===== src/rtl/line_follow_pid_drive_core_defines.svh =====
// Assertion macros shared by the line follower drive core.
// Depends on nothing; taken in by the top level with `include.
`ifndef LINE_FOLLOW_PID_DRIVE_CORE_DEFINES_SVH
`define LINE_FOLLOW_PID_DRIVE_CORE_DEFINES_SVH

// Same-cycle implication, checked at every rising edge out of reset
`define LFPD_ASSERT_NOW(lbl, ck, rn, ante, cons) \
    lbl: assert property (@(posedge ck) disable iff (!rn) (ante) |-> (cons)) \
        else $error("lfpd: same-cycle check failed");

// Next-cycle implication, checked at every rising edge out of reset
`define LFPD_ASSERT_NEXT(lbl, ck, rn, ante, cons) \
    lbl: assert property (@(posedge ck) disable iff (!rn) (ante) |=> (cons)) \
        else $error("lfpd: next-cycle check failed");

`endif


===== src/rtl/lfpd_pkg.sv =====
// Shared constants, types and the sensor weight table of the line follower drive.
// Used by lfpd_ctrl, lfpd_datapath and line_follow_pid_drive_core.
package lfpd_pkg;

    // Sensor front end
    localparam int SENSOR_COUNT = 7;
    localparam int SENSOR_BITS  = 7;
    localparam int WEIGHT_W     = 4;
    localparam int WSUM_W       = 5;
    localparam int CNT_W        = 3;
    localparam int FRAC_BITS    = 8;

    // Divider: two quotient bits per step
    localparam int DIVIDEND_W   = WSUM_W - 1 + FRAC_BITS;
    localparam int DIV_STEPS    = DIVIDEND_W / 2;
    localparam int DIV_STEP_W   = $clog2(DIV_STEPS);

    // Control law widths
    localparam int GAIN_W       = 16;
    localparam int SPEED_W      = 8;
    localparam int ERR_W        = 12;
    localparam int OUT_ERR_W    = 11;
    localparam int DIFF_W       = ERR_W + 1;
    localparam int SUM_W        = 24;
    localparam int PROD_W       = GAIN_W + SUM_W;
    localparam int ACC_W        = PROD_W + 2;
    localparam int SHIFT        = 16;
    localparam int CORR_W       = ACC_W - SHIFT;
    localparam int DRV_W        = CORR_W + 2;

    // Configuration port
    localparam int CFG_ADDR_W   = 3;
    localparam int CFG_DATA_W   = 16;

    localparam logic [CFG_ADDR_W-1:0] CFG_GAIN_P     = 3'd0;
    localparam logic [CFG_ADDR_W-1:0] CFG_GAIN_I     = 3'd1;
    localparam logic [CFG_ADDR_W-1:0] CFG_GAIN_D     = 3'd2;
    localparam logic [CFG_ADDR_W-1:0] CFG_BASE_SPEED = 3'd3;
    localparam logic [CFG_ADDR_W-1:0] CFG_TOP_SPEED  = 3'd4;

    localparam logic signed [GAIN_W-1:0] GAIN_P_RST     = 16'sd5120;
    localparam logic signed [GAIN_W-1:0] GAIN_I_RST     = 16'sd5;
    localparam logic signed [GAIN_W-1:0] GAIN_D_RST     = 16'sd1280;
    localparam logic [SPEED_W-1:0]       BASE_SPEED_RST = 8'd150;
    localparam logic [SPEED_W-1:0]       TOP_SPEED_RST  = 8'd255;

    // Sensor weights, left to right; sensors past the table weigh +4
    localparam logic signed [WEIGHT_W-1:0] WEIGHT_TABLE [8] = '{
        -4'sd4, -4'sd3, -4'sd2, -4'sd1, 4'sd1, 4'sd2, 4'sd3, 4'sd4
    };

    function automatic logic signed [WEIGHT_W-1:0] sensor_weight(input int idx);
        logic signed [WEIGHT_W-1:0] w;
        if (idx < 8)
            w = WEIGHT_TABLE[idx[2:0]];
        else
            w = 4'sd4;
        return w;
    endfunction

    // Controller states
    typedef enum logic [2:0] {
        ST_IDLE,
        ST_DIV,
        ST_ERR,
        ST_MUL_P,
        ST_MUL_I,
        ST_MUL_D,
        ST_ACC,
        ST_FINISH
    } state_t;

    // Multiplier operand pair
    typedef enum logic [1:0] {
        MUL_GAIN_P,
        MUL_GAIN_I,
        MUL_GAIN_D
    } mul_sel_t;

    // Accumulator action
    typedef enum logic [1:0] {
        ACC_HOLD,
        ACC_LOAD,
        ACC_ADD
    } acc_op_t;

    typedef struct packed {
        logic     load;
        logic     div_step;
        logic     err_load;
        logic     mul_en;
        mul_sel_t mul_sel;
        acc_op_t  acc_op;
        logic     finish;
    } cmd_t;

    typedef struct packed {
        logic seen;
        logic out_free;
    } status_t;

endpackage


===== src/rtl/line_follow_pid_drive_core.sv =====
// Top level of the line follower PID wheel drive.
// Depends on lfpd_pkg, lfpd_ctrl, lfpd_datapath and the assertion macro header.

// One sample of line-sensor bits in, one result out: left and right wheel
// drive levels, the Q8 centroid error and a line-seen flag. A sample is
// taken only while the core is idle; it then passes through the
// two-bit-per-step divider that forms the centroid (cut short when no
// sensor sees the line), an error-settle state, the single shared 16x24
// multiplier and its accumulator for the three PID products, and a finish
// state. The next sample is taken only once this result is handed to the
// output register, so a finished result waiting on a stalled output
// register holds off new samples. The user must write gains and speeds through
// the cfg port only while no sample is in flight; the block does not enforce it.
`include "line_follow_pid_drive_core_defines.svh"

module line_follow_pid_drive_core (
    input  logic                                   clk,
    input  logic                                   rst_n,
    // configuration
    input  logic                                   cfg_write,
    input  logic [lfpd_pkg::CFG_ADDR_W-1:0]        cfg_addr,
    input  logic [lfpd_pkg::CFG_DATA_W-1:0]        cfg_wdata,
    // sensor sample channel
    input  logic                                   in_valid,
    output logic                                   in_stall,
    input  logic [lfpd_pkg::SENSOR_BITS-1:0]       sensor_bits,
    // drive result channel
    output logic                                   out_valid,
    input  logic                                   out_stall,
    output logic [lfpd_pkg::SPEED_W-1:0]           left_speed,
    output logic [lfpd_pkg::SPEED_W-1:0]           right_speed,
    output logic signed [lfpd_pkg::OUT_ERR_W-1:0]  line_error,
    output logic                                   line_seen
);

    lfpd_pkg::cmd_t    cmd;
    lfpd_pkg::status_t status;

    lfpd_ctrl u_ctrl (
        .clk      (clk),
        .rst_n    (rst_n),
        .in_valid (in_valid),
        .status   (status),
        .cmd      (cmd),
        .in_stall (in_stall)
    );

    lfpd_datapath u_datapath (
        .clk         (clk),
        .rst_n       (rst_n),
        .sensor_bits (sensor_bits),
        .cfg_write   (cfg_write),
        .cfg_addr    (cfg_addr),
        .cfg_wdata   (cfg_wdata),
        .cmd         (cmd),
        .status      (status),
        .out_stall   (out_stall),
        .out_valid   (out_valid),
        .left_speed  (left_speed),
        .right_speed (right_speed),
        .line_error  (line_error),
        .line_seen   (line_seen)
    );

    // a taken sample makes the core busy
    `LFPD_ASSERT_NEXT(a_busy_after_beat, clk, rst_n, in_valid && !in_stall, in_stall)
    // a result never overwrites one still held by a stalled sink
    `LFPD_ASSERT_NOW(a_no_overwrite, clk, rst_n, cmd.finish, !out_valid || !out_stall)
    // a finished result shows up on the output
    `LFPD_ASSERT_NEXT(a_finish_shows, clk, rst_n, cmd.finish, out_valid)
    // a delivered beat is not repeated
    `LFPD_ASSERT_NEXT(a_no_repeat, clk, rst_n, out_valid && !out_stall && !cmd.finish, !out_valid)

endmodule


===== src/rtl/lfpd_ctrl.sv =====
// Sequencer of the line follower drive: accept, divide, multiply-accumulate, finish.
// Depends on lfpd_pkg; drives the datapath through lfpd_pkg::cmd_t.
module lfpd_ctrl (
    input  logic              clk,
    input  logic              rst_n,
    input  logic              in_valid,
    input  lfpd_pkg::status_t status,
    output lfpd_pkg::cmd_t    cmd,
    output logic              in_stall
);

    localparam logic [lfpd_pkg::DIV_STEP_W-1:0] DIV_LAST =
        lfpd_pkg::DIV_STEP_W'(lfpd_pkg::DIV_STEPS - 1);

    lfpd_pkg::state_t state_reg, state_next;
    logic [lfpd_pkg::DIV_STEP_W-1:0] div_cnt_reg, div_cnt_next;

    // State and step counter
    always_ff @(posedge clk or negedge rst_n)
    begin
        if (!rst_n)
        begin
            state_reg   <= lfpd_pkg::ST_IDLE;
            div_cnt_reg <= '0;
        end
        else
        begin
            state_reg   <= state_next;
            div_cnt_reg <= div_cnt_next;
        end
    end

    // Next state
    always_comb
    begin
        state_next   = state_reg;
        div_cnt_next = '0;
        case (state_reg)
            lfpd_pkg::ST_IDLE:
            begin
                if (in_valid)
                    state_next = lfpd_pkg::ST_DIV;
            end
            lfpd_pkg::ST_DIV:
            begin
                // no line seen: the held error needs no quotient
                if (!status.seen || div_cnt_reg == DIV_LAST)
                    state_next = lfpd_pkg::ST_ERR;
                else
                    div_cnt_next = div_cnt_reg + 1'b1;
            end
            lfpd_pkg::ST_ERR:   state_next = lfpd_pkg::ST_MUL_P;
            lfpd_pkg::ST_MUL_P: state_next = lfpd_pkg::ST_MUL_I;
            lfpd_pkg::ST_MUL_I: state_next = lfpd_pkg::ST_MUL_D;
            lfpd_pkg::ST_MUL_D: state_next = lfpd_pkg::ST_ACC;
            lfpd_pkg::ST_ACC:   state_next = lfpd_pkg::ST_FINISH;
            lfpd_pkg::ST_FINISH:
            begin
                if (status.out_free)
                    state_next = lfpd_pkg::ST_IDLE;
            end
            default:            state_next = lfpd_pkg::ST_IDLE;
        endcase
    end

    // Command outputs
    always_comb
    begin
        cmd          = '0;
        cmd.mul_sel  = lfpd_pkg::MUL_GAIN_P;
        cmd.acc_op   = lfpd_pkg::ACC_HOLD;
        in_stall     = 1'b1;
        case (state_reg)
            lfpd_pkg::ST_IDLE:
            begin
                in_stall = 1'b0;
                cmd.load = in_valid;
            end
            lfpd_pkg::ST_DIV:   cmd.div_step = 1'b1;
            lfpd_pkg::ST_ERR:   cmd.err_load = 1'b1;
            lfpd_pkg::ST_MUL_P:
            begin
                cmd.mul_en  = 1'b1;
                cmd.mul_sel = lfpd_pkg::MUL_GAIN_P;
            end
            lfpd_pkg::ST_MUL_I:
            begin
                cmd.mul_en  = 1'b1;
                cmd.mul_sel = lfpd_pkg::MUL_GAIN_I;
                cmd.acc_op  = lfpd_pkg::ACC_LOAD;
            end
            lfpd_pkg::ST_MUL_D:
            begin
                cmd.mul_en  = 1'b1;
                cmd.mul_sel = lfpd_pkg::MUL_GAIN_D;
                cmd.acc_op  = lfpd_pkg::ACC_ADD;
            end
            lfpd_pkg::ST_ACC:   cmd.acc_op = lfpd_pkg::ACC_ADD;
            lfpd_pkg::ST_FINISH: cmd.finish = status.out_free;
            default:            cmd = '0;
        endcase
    end

endmodule


===== src/rtl/lfpd_datapath.sv =====
// Datapath of the line follower drive: centroid, divider, shared multiplier,
// PID state, configuration registers and output register. Depends on lfpd_pkg.
module lfpd_datapath (
    input  logic                                   clk,
    input  logic                                   rst_n,
    input  logic [lfpd_pkg::SENSOR_BITS-1:0]       sensor_bits,
    input  logic                                   cfg_write,
    input  logic [lfpd_pkg::CFG_ADDR_W-1:0]        cfg_addr,
    input  logic [lfpd_pkg::CFG_DATA_W-1:0]        cfg_wdata,
    input  lfpd_pkg::cmd_t                         cmd,
    output lfpd_pkg::status_t                      status,
    input  logic                                   out_stall,
    output logic                                   out_valid,
    output logic [lfpd_pkg::SPEED_W-1:0]           left_speed,
    output logic [lfpd_pkg::SPEED_W-1:0]           right_speed,
    output logic signed [lfpd_pkg::OUT_ERR_W-1:0]  line_error,
    output logic                                   line_seen
);

    localparam int SW  = lfpd_pkg::SPEED_W;
    localparam int DW  = lfpd_pkg::DIVIDEND_W;
    localparam int CW  = lfpd_pkg::CNT_W;
    localparam int EW  = lfpd_pkg::ERR_W;
    localparam int OEW = lfpd_pkg::OUT_ERR_W;
    localparam int SUW = lfpd_pkg::SUM_W;
    localparam int VW  = lfpd_pkg::DRV_W;

    // Configuration registers
    logic signed [lfpd_pkg::GAIN_W-1:0] gain_p_reg, gain_p_next;
    logic signed [lfpd_pkg::GAIN_W-1:0] gain_i_reg, gain_i_next;
    logic signed [lfpd_pkg::GAIN_W-1:0] gain_d_reg, gain_d_next;
    logic [SW-1:0]                      base_reg, base_next;
    logic [SW-1:0]                      top_reg, top_next;

    // PID state and output control
    logic signed [EW-1:0]  last_err_reg, last_err_next;
    logic signed [SUW-1:0] error_sum_reg, error_sum_next;
    logic                  out_valid_reg, out_valid_next;

    // Working registers
    logic                                  seen_reg, seen_next;
    logic                                  neg_reg, neg_next;
    logic [CW-1:0]                         cnt_reg, cnt_next;
    logic [DW-1:0]                         dvd_reg, dvd_next;
    logic [CW-1:0]                         rem_reg, rem_next;
    logic [DW-1:0]                         quo_reg, quo_next;
    logic signed [EW-1:0]                  err_reg, err_next;
    logic signed [lfpd_pkg::PROD_W-1:0]    prod_reg, prod_next;
    logic signed [lfpd_pkg::ACC_W-1:0]     acc_reg, acc_next;
    logic [SW-1:0]                         left_reg, left_next;
    logic [SW-1:0]                         right_reg, right_next;
    logic signed [OEW-1:0]                 line_err_reg, line_err_next;
    logic                                  line_seen_reg, line_seen_next;

    // Combinational helpers
    logic signed [lfpd_pkg::WSUM_W-1:0]    wsum_now, mag_now;
    logic [CW-1:0]                         cnt_now;
    logic [CW:0]                           r1, r2;
    logic                                  q1, q2;
    logic signed [EW-1:0]                  quo_signed;
    logic signed [lfpd_pkg::DIFF_W-1:0]    diff;
    logic signed [lfpd_pkg::GAIN_W-1:0]    mul_a;
    logic signed [SUW-1:0]                 mul_b;
    logic signed [lfpd_pkg::CORR_W-1:0]    corr;
    logic signed [VW-1:0]                  base_ext, top_ext, lsum, rsum;
    logic signed [SUW:0]                   sum_ext;

    function automatic logic [SW-1:0] clamp_drive(input logic signed [VW-1:0] v,
                                                  input logic signed [VW-1:0] top);
        logic [SW-1:0] r;
        if (v < 0)
            r = '0;
        else if (v > top)
            r = top[SW-1:0];
        else
            r = v[SW-1:0];
        return r;
    endfunction

    // Weighted sum and count of the sensors that see the line
    always_comb
    begin
        wsum_now = '0;
        cnt_now  = '0;
        for (int i = 0; i < lfpd_pkg::SENSOR_BITS; i++)
        begin
            if (i < lfpd_pkg::SENSOR_COUNT && sensor_bits[i])
            begin
                wsum_now = wsum_now + lfpd_pkg::WSUM_W'(lfpd_pkg::sensor_weight(i));
                cnt_now  = cnt_now + 1'b1;
            end
        end
        mag_now = (wsum_now < 0) ? -wsum_now : wsum_now;
    end

    // Radix-4 restoring divide step on the magnitude
    always_comb
    begin
        q1 = 1'b0;
        q2 = 1'b0;
        r1 = {rem_reg, dvd_reg[DW-1]};
        if (r1 >= {1'b0, cnt_reg})
        begin
            q1 = 1'b1;
            r1 = r1 - {1'b0, cnt_reg};
        end
        r2 = {r1[CW-1:0], dvd_reg[DW-2]};
        if (r2 >= {1'b0, cnt_reg})
        begin
            q2 = 1'b1;
            r2 = r2 - {1'b0, cnt_reg};
        end
    end

    // Multiplier operands and error difference
    always_comb
    begin
        diff = lfpd_pkg::DIFF_W'(err_reg) - lfpd_pkg::DIFF_W'(last_err_reg);
        case (cmd.mul_sel)
            lfpd_pkg::MUL_GAIN_P:
            begin
                mul_a = gain_p_reg;
                mul_b = SUW'(err_reg);
            end
            lfpd_pkg::MUL_GAIN_I:
            begin
                mul_a = gain_i_reg;
                mul_b = error_sum_reg;
            end
            lfpd_pkg::MUL_GAIN_D:
            begin
                mul_a = gain_d_reg;
                mul_b = SUW'(diff);
            end
            default:
            begin
                mul_a = '0;
                mul_b = '0;
            end
        endcase
    end

    // Correction and wheel drive sums; floor shift is a plain bit slice
    assign corr       = acc_reg[lfpd_pkg::ACC_W-1:lfpd_pkg::SHIFT];
    assign base_ext   = $signed({{(VW-SW){1'b0}}, base_reg});
    assign top_ext    = $signed({{(VW-SW){1'b0}}, top_reg});
    assign lsum       = base_ext + VW'(corr);
    assign rsum       = base_ext - VW'(corr);
    assign sum_ext    = (SUW+1)'(error_sum_reg) + (SUW+1)'(err_reg);
    assign quo_signed = $signed({1'b0, quo_reg[EW-2:0]});

    // Next values
    always_comb
    begin
        gain_p_next    = gain_p_reg;
        gain_i_next    = gain_i_reg;
        gain_d_next    = gain_d_reg;
        base_next      = base_reg;
        top_next       = top_reg;
        last_err_next  = last_err_reg;
        error_sum_next = error_sum_reg;
        out_valid_next = out_valid_reg;
        seen_next      = seen_reg;
        neg_next       = neg_reg;
        cnt_next       = cnt_reg;
        dvd_next       = dvd_reg;
        rem_next       = rem_reg;
        quo_next       = quo_reg;
        err_next       = err_reg;
        prod_next      = prod_reg;
        acc_next       = acc_reg;
        left_next      = left_reg;
        right_next     = right_reg;
        line_err_next  = line_err_reg;
        line_seen_next = line_seen_reg;

        // config writes; unknown indexes are dropped
        if (cfg_write)
        begin
            case (cfg_addr)
                lfpd_pkg::CFG_GAIN_P:     gain_p_next = $signed(cfg_wdata);
                lfpd_pkg::CFG_GAIN_I:     gain_i_next = $signed(cfg_wdata);
                lfpd_pkg::CFG_GAIN_D:     gain_d_next = $signed(cfg_wdata);
                lfpd_pkg::CFG_BASE_SPEED: base_next   = cfg_wdata[SW-1:0];
                lfpd_pkg::CFG_TOP_SPEED:  top_next    = cfg_wdata[SW-1:0];
                default:                  ;
            endcase
        end

        // input beat: latch centroid terms, prime the divider
        if (cmd.load)
        begin
            seen_next = (cnt_now != '0);
            neg_next  = (wsum_now < 0);
            cnt_next  = cnt_now;
            dvd_next  = {mag_now[lfpd_pkg::WSUM_W-2:0], {lfpd_pkg::FRAC_BITS{1'b0}}};
            rem_next  = '0;
            quo_next  = '0;
        end

        if (cmd.div_step)
        begin
            quo_next = {quo_reg[DW-3:0], q1, q2};
            dvd_next = {dvd_reg[DW-3:0], 2'b00};
            rem_next = r2[CW-1:0];
        end

        // error: signed quotient, or the held one when the line is lost
        if (cmd.err_load)
        begin
            if (seen_reg)
                err_next = neg_reg ? -quo_signed : quo_signed;
            else
                err_next = last_err_reg;
        end

        if (cmd.mul_en)
            prod_next = mul_a * mul_b;

        case (cmd.acc_op)
            lfpd_pkg::ACC_LOAD: acc_next = lfpd_pkg::ACC_W'(prod_reg);
            lfpd_pkg::ACC_ADD:  acc_next = acc_reg + lfpd_pkg::ACC_W'(prod_reg);
            default:            acc_next = acc_reg;
        endcase

        // output beat taken
        if (out_valid_reg && !out_stall)
            out_valid_next = 1'b0;

        // result: drive levels, state update, output register load
        if (cmd.finish)
        begin
            out_valid_next = 1'b1;
            left_next      = clamp_drive(lsum, top_ext);
            right_next     = clamp_drive(rsum, top_ext);
            line_seen_next = seen_reg;
            if (err_reg[EW-1] != err_reg[EW-2])
                line_err_next = err_reg[EW-1] ? {1'b1, {(OEW-1){1'b0}}}
                                              : {1'b0, {(OEW-1){1'b1}}};
            else
                line_err_next = err_reg[OEW-1:0];
            if (sum_ext[SUW] != sum_ext[SUW-1])
                error_sum_next = sum_ext[SUW] ? {1'b1, {(SUW-1){1'b0}}}
                                              : {1'b0, {(SUW-1){1'b1}}};
            else
                error_sum_next = sum_ext[SUW-1:0];
            last_err_next  = err_reg;
        end
    end

    // Control, configuration and PID state
    always_ff @(posedge clk or negedge rst_n)
    begin
        if (!rst_n)
        begin
            gain_p_reg    <= lfpd_pkg::GAIN_P_RST;
            gain_i_reg    <= lfpd_pkg::GAIN_I_RST;
            gain_d_reg    <= lfpd_pkg::GAIN_D_RST;
            base_reg      <= lfpd_pkg::BASE_SPEED_RST;
            top_reg       <= lfpd_pkg::TOP_SPEED_RST;
            last_err_reg  <= '0;
            error_sum_reg <= '0;
            out_valid_reg <= 1'b0;
        end
        else
        begin
            gain_p_reg    <= gain_p_next;
            gain_i_reg    <= gain_i_next;
            gain_d_reg    <= gain_d_next;
            base_reg      <= base_next;
            top_reg       <= top_next;
            last_err_reg  <= last_err_next;
            error_sum_reg <= error_sum_next;
            out_valid_reg <= out_valid_next;
        end
    end

    // Payload and working registers
    always_ff @(posedge clk)
    begin
        seen_reg      <= seen_next;
        neg_reg       <= neg_next;
        cnt_reg       <= cnt_next;
        dvd_reg       <= dvd_next;
        rem_reg       <= rem_next;
        quo_reg       <= quo_next;
        err_reg       <= err_next;
        prod_reg      <= prod_next;
        acc_reg       <= acc_next;
        left_reg      <= left_next;
        right_reg     <= right_next;
        line_err_reg  <= line_err_next;
        line_seen_reg <= line_seen_next;
    end

    assign status.seen     = seen_reg;
    assign status.out_free = !out_valid_reg || !out_stall;

    assign out_valid   = out_valid_reg;
    assign left_speed  = left_reg;
    assign right_speed = right_reg;
    assign line_error  = line_err_reg;
    assign line_seen   = line_seen_reg;

endmodule

===== config.mk =====
export PLATFORM = sky130hd
export DESIGN_NAME = line_follow_pid_drive_core
export DESIGN_NICKNAME = d
export VERILOG_FILES = /design/src/rtl/lfpd_pkg.sv /design/src/rtl/line_follow_pid_drive_core.sv /design/src/rtl/lfpd_ctrl.sv /design/src/rtl/lfpd_datapath.sv
export VERILOG_INCLUDE_DIRS = /design/src /design/src/rtl
export SDC_FILE = /design/constraint.sdc
export NUM_CORES = 2
export LEC_CHECK = 0
export BUFFER_PORTS_ARGS = -buffer_cell sky130_fd_sc_hd__buf_2
export CORE_UTILIZATION = 55
export DETAILED_ROUTE_END_ITERATION = 7
export PLACE_DENSITY = 0.71
export SETUP_SLACK_MARGIN = 0.05
export SYNTH_ARGS = -nofsm -noshare
export SYNTH_HDL_FRONTEND = slang
export SYNTH_HIERARCHICAL = 1
export SYNTH_SLANG_ARGS = --single-unit
export TNS_END_PERCENT = 30

===== constraint.sdc =====
create_clock -name clk -period 25.8 [get_ports clk]
set_input_delay 2.58 -clock clk [delete_from_list [all_inputs] [get_ports clk]]
set_output_delay 2.58 -clock clk [all_outputs]
set_load 0.02 [all_outputs]

==> summary.txt <==
Outcome
  – Outcome: completed

Timing
  – Min Tclk post-route: 10.02 ns
  – Worst Tran Pin Value: 1.31 ns
  – Fmax achieved: 99.8 MHz
  – Worst Skew: 0.0139 ns
  – Final period util: 0.388
  – Final Max Slew Viols: 0
  – RSZ-0062 raised after global routing: no
  – Slew HR: 0.105
  – Hold Violations, Final: 0
  – Final setup vio count: 0
  – Setup TNS: 0 ns

Floorplanning
  – Die W: 242 um
  – Initial Util: 0.559
  – Core Region: 56,600 sq um
  – Die height: 242 um
  – IO Count: 61
  – Std-Cell Rows: 87
  – Die area: 58,500 sq um

Clock network
  – Num Clock Sinks: 252
  – Worst skew pair latency: 0.58 ns
  – CTS Buf Count: 30
  – H-tree depth: 1
  – Worst-path clk slew: 0.07 ns
  – CTS Hold Bufs: 0
  – Setup repair bufs after CTS: 0
  – CTS tree: yes
  – Root buffer cell: clkbuf_16
  – CTS resizes: 0
  – Max Buffers Root-to-Sink: 3

Cells and area
  – Layout cell share with drive strength beyond 1: 0.0949
  – Max reg flops: 42
  – Antenna cells: 0
  – Synthesis-to-layout area growth: 6.51%
  – Nets@finish: 4,058
  – Fill cell count: 4,857

Global route
  – Vias in the first global route: 25,500
  – Largest net degree at the start of global routing: 79
  – Gr ovfl total: 0
  – First-pass GRT wire length: 134,000 um
  – Initial antenna violation count: 0
  – GRT Util Overall: 0.284

Placed design
  – Routability cong.: 0.965
  – Port Buf Inserts: 60
  – Post-DP HPWL: 66,400 um

Yosys
  – Distinct cells, synth: 103
  – Cells after Synth: 3,415
  – Primary FF master, synth: edfxtp_1
  – EDFF count, synth: 145
  – Mapped Nets: 4,059
  – Post-synthesis sequential area ratio: 0.223
  – Synth async-reset ratio: 0.425
  – Yosys Warn Count: 6
  – Syn avg cell area: 9.27 sq um
  – Synthesized cell area: 31,600 sq um
  – FF+latch count, synth: 252

Run
  – Max_cap viols: 0

Worst setup path
  – Required time worst endpoint: 26.13 ns
  – Worst setup EP type: flop
  – Crit path DAT: 10.35 ns
  – Maximum net fanout on the critical path: 45
  – Internal reg-to-reg setup slack: 15.78 ns
  – CP Launch Type: flop
  – CP Class: flop to flop

Drt
  – Routed WL per cell: 19.4 um
  – Vias per std cell: 5.81
  – ANT nets after route: 0
  – DR iter-0 viols: 1,715
  – Via count: 24,400
  – DR DRC count: 0
  – Routed WL: 81,400 um
  – DR pass1 iterations: 6

Worst hold path
  – HP Class: flop to flop
## stage by stage
step,instances,area [sq um],utilization,hold slack (ns),setup slack [ns]
2_1_floorplan,3415,31600,-,0.435,17.41
3_3_place_gp,4138,32700,0.578,0.446,16.12
3_5_place_dp,4138,32700,0.578,0.464,15.79
4_1_cts,4193,33700,0.596,0.471,15.84
5_1_grt,4193,33700,0.596,0.501,15.16
6_report,4193,33700,0.596,0.471,15.78
## critical path: stages, from the launching register on
cell and delay (ns):
dfrtp_1 0.61, nor3b_2 0.76, buf_4 0.63, nand2b_1 0.55
nor4b_2 0.10, buf_4 0.24, a211oi_1 0.91, nor2_1 0.17
fa_1 0.58, inv_1 0.06, fa_1 0.52, fa_1 0.52
inv_1 0.05, fa_1 0.47, fa_1 0.56, inv_1 0.06
fa_1 0.53, inv_1 0.04, ha_1 0.36, or3_1 0.32
o21ai_0 0.09, a21oi_1 0.10, o311ai_0 0.75, nand2_1 0.19
a211o_1 0.31, a21oi_1 0.17, xnor2_1 0.09
## kinds of logic (layout without fill, tap and decap cells)
kind of cell | Yosys count | in the layout | synth area share
AOI/OAI and AO/OA | 644 | 644 | 0.131
xor gates and xnor gates | 151 | 151 | 0.0423
muxes | 162 | 162 | 0.0560
buffers and inverters | 672 | 694 | 0.0815
and+or+nand+nor | 919 | 919 | 0.133
DFF | 252 | 252 | 0.223
adders and majority gates | 615 | 615 | 0.333
## cells in the mapped netlist (all sizes together), types with 6 or more instances
cell	number	area share
fa	381	0.24
o21bai	13	0.0032
o31a	8	0.0022
mux2i	54	0.017
or3	17	0.0035
o21a	49	0.012
dfrtp	89	0.070
o211a	6	0.0019
nand2	344	0.041
a211o	17	0.0047
a21oi	196	0.031
nand2b	29	0.0057
edfxtp	145	0.14
buf	36	0.0061
nor4	11	0.0032
dfstp	18	0.015
xor2	50	0.014
nor2	291	0.035
a31oi	21	0.0042
a21o	50	0.012
inv	542	0.064
clkbuf	92	0.011
and2	35	0.0070
nor2b	30	0.0060
nor3b	14	0.0037
mux2	108	0.039
or2	11	0.0022
a21boi	8	0.0019
nand4	19	0.0040
nand3	32	0.0056
o22ai	32	0.0063
and3	24	0.0047
nor3	41	0.0068
xnor2	100	0.028
a211oi	18	0.0051
o21ai	143	0.023
o31ai	10	0.0024
ha	232	0.092
o211ai	15	0.0036
## layout make-up
cell class,count,area [sq um],area share
multi-input combinational,2491,22100,0.656
inverter,544,2040,0.0606
sequential,252,7050,0.209
clock buffer,39,836,0.0248
tap,756,946,0.0281
clock inverter,16,155,0.00460
timing repair buffer,95,566,0.0168
## layer usage
layer,share of wire,up-vias,wire [um],track usage
met2,0.48,772,39200,0.487
met5,0,-,0,0
met3,0.052,205,4210,0.0332
met4,0.046,0,3750,0.120
met1,0.42,12100,34200,0.365
li1,-,11300,-,-
## worst paths after layout
path                                       start                    endpoint  depth (start not counted)
hold reg to reg            u_ctrl/div_cnt_reg[0]       u_ctrl/div_cnt_reg[0]                          1
hold / removal             u_ctrl/div_cnt_reg[0]       u_ctrl/div_cnt_reg[0]                          1
min in group asynchronous                  rst_n  u_datapath/last_err_reg[3]                          1
max in group asynchronous                  rst_n      u_datapath/base_reg[6]                          2
setup reg to reg             u_ctrl/state_reg[2]     u_datapath/prod_reg[38]                         26
setup / recovery             u_ctrl/state_reg[2]     u_datapath/prod_reg[38]                         26
## cells in the final DEF (no fill, tap or decap), types with 34 or more instances in the layout
master      n
a21o_1     49
a21oi_1   194
and2_1     34
buf_2      59
buf_4      36
dfrtp_1    89
edfxtp_1  145
fa_1      381
ha_1      231
inv_1     542
mux2_2    103
mux2i_1    53
nand2_1   344
nor2_1    290
nor3_1     39
o21a_1     49
o21ai_0   122
xnor2_1    99
xor2_1     50
Power is not shown: default switching activity piles up to over one toggle a cycle in this logic, so the estimate is an artifact.
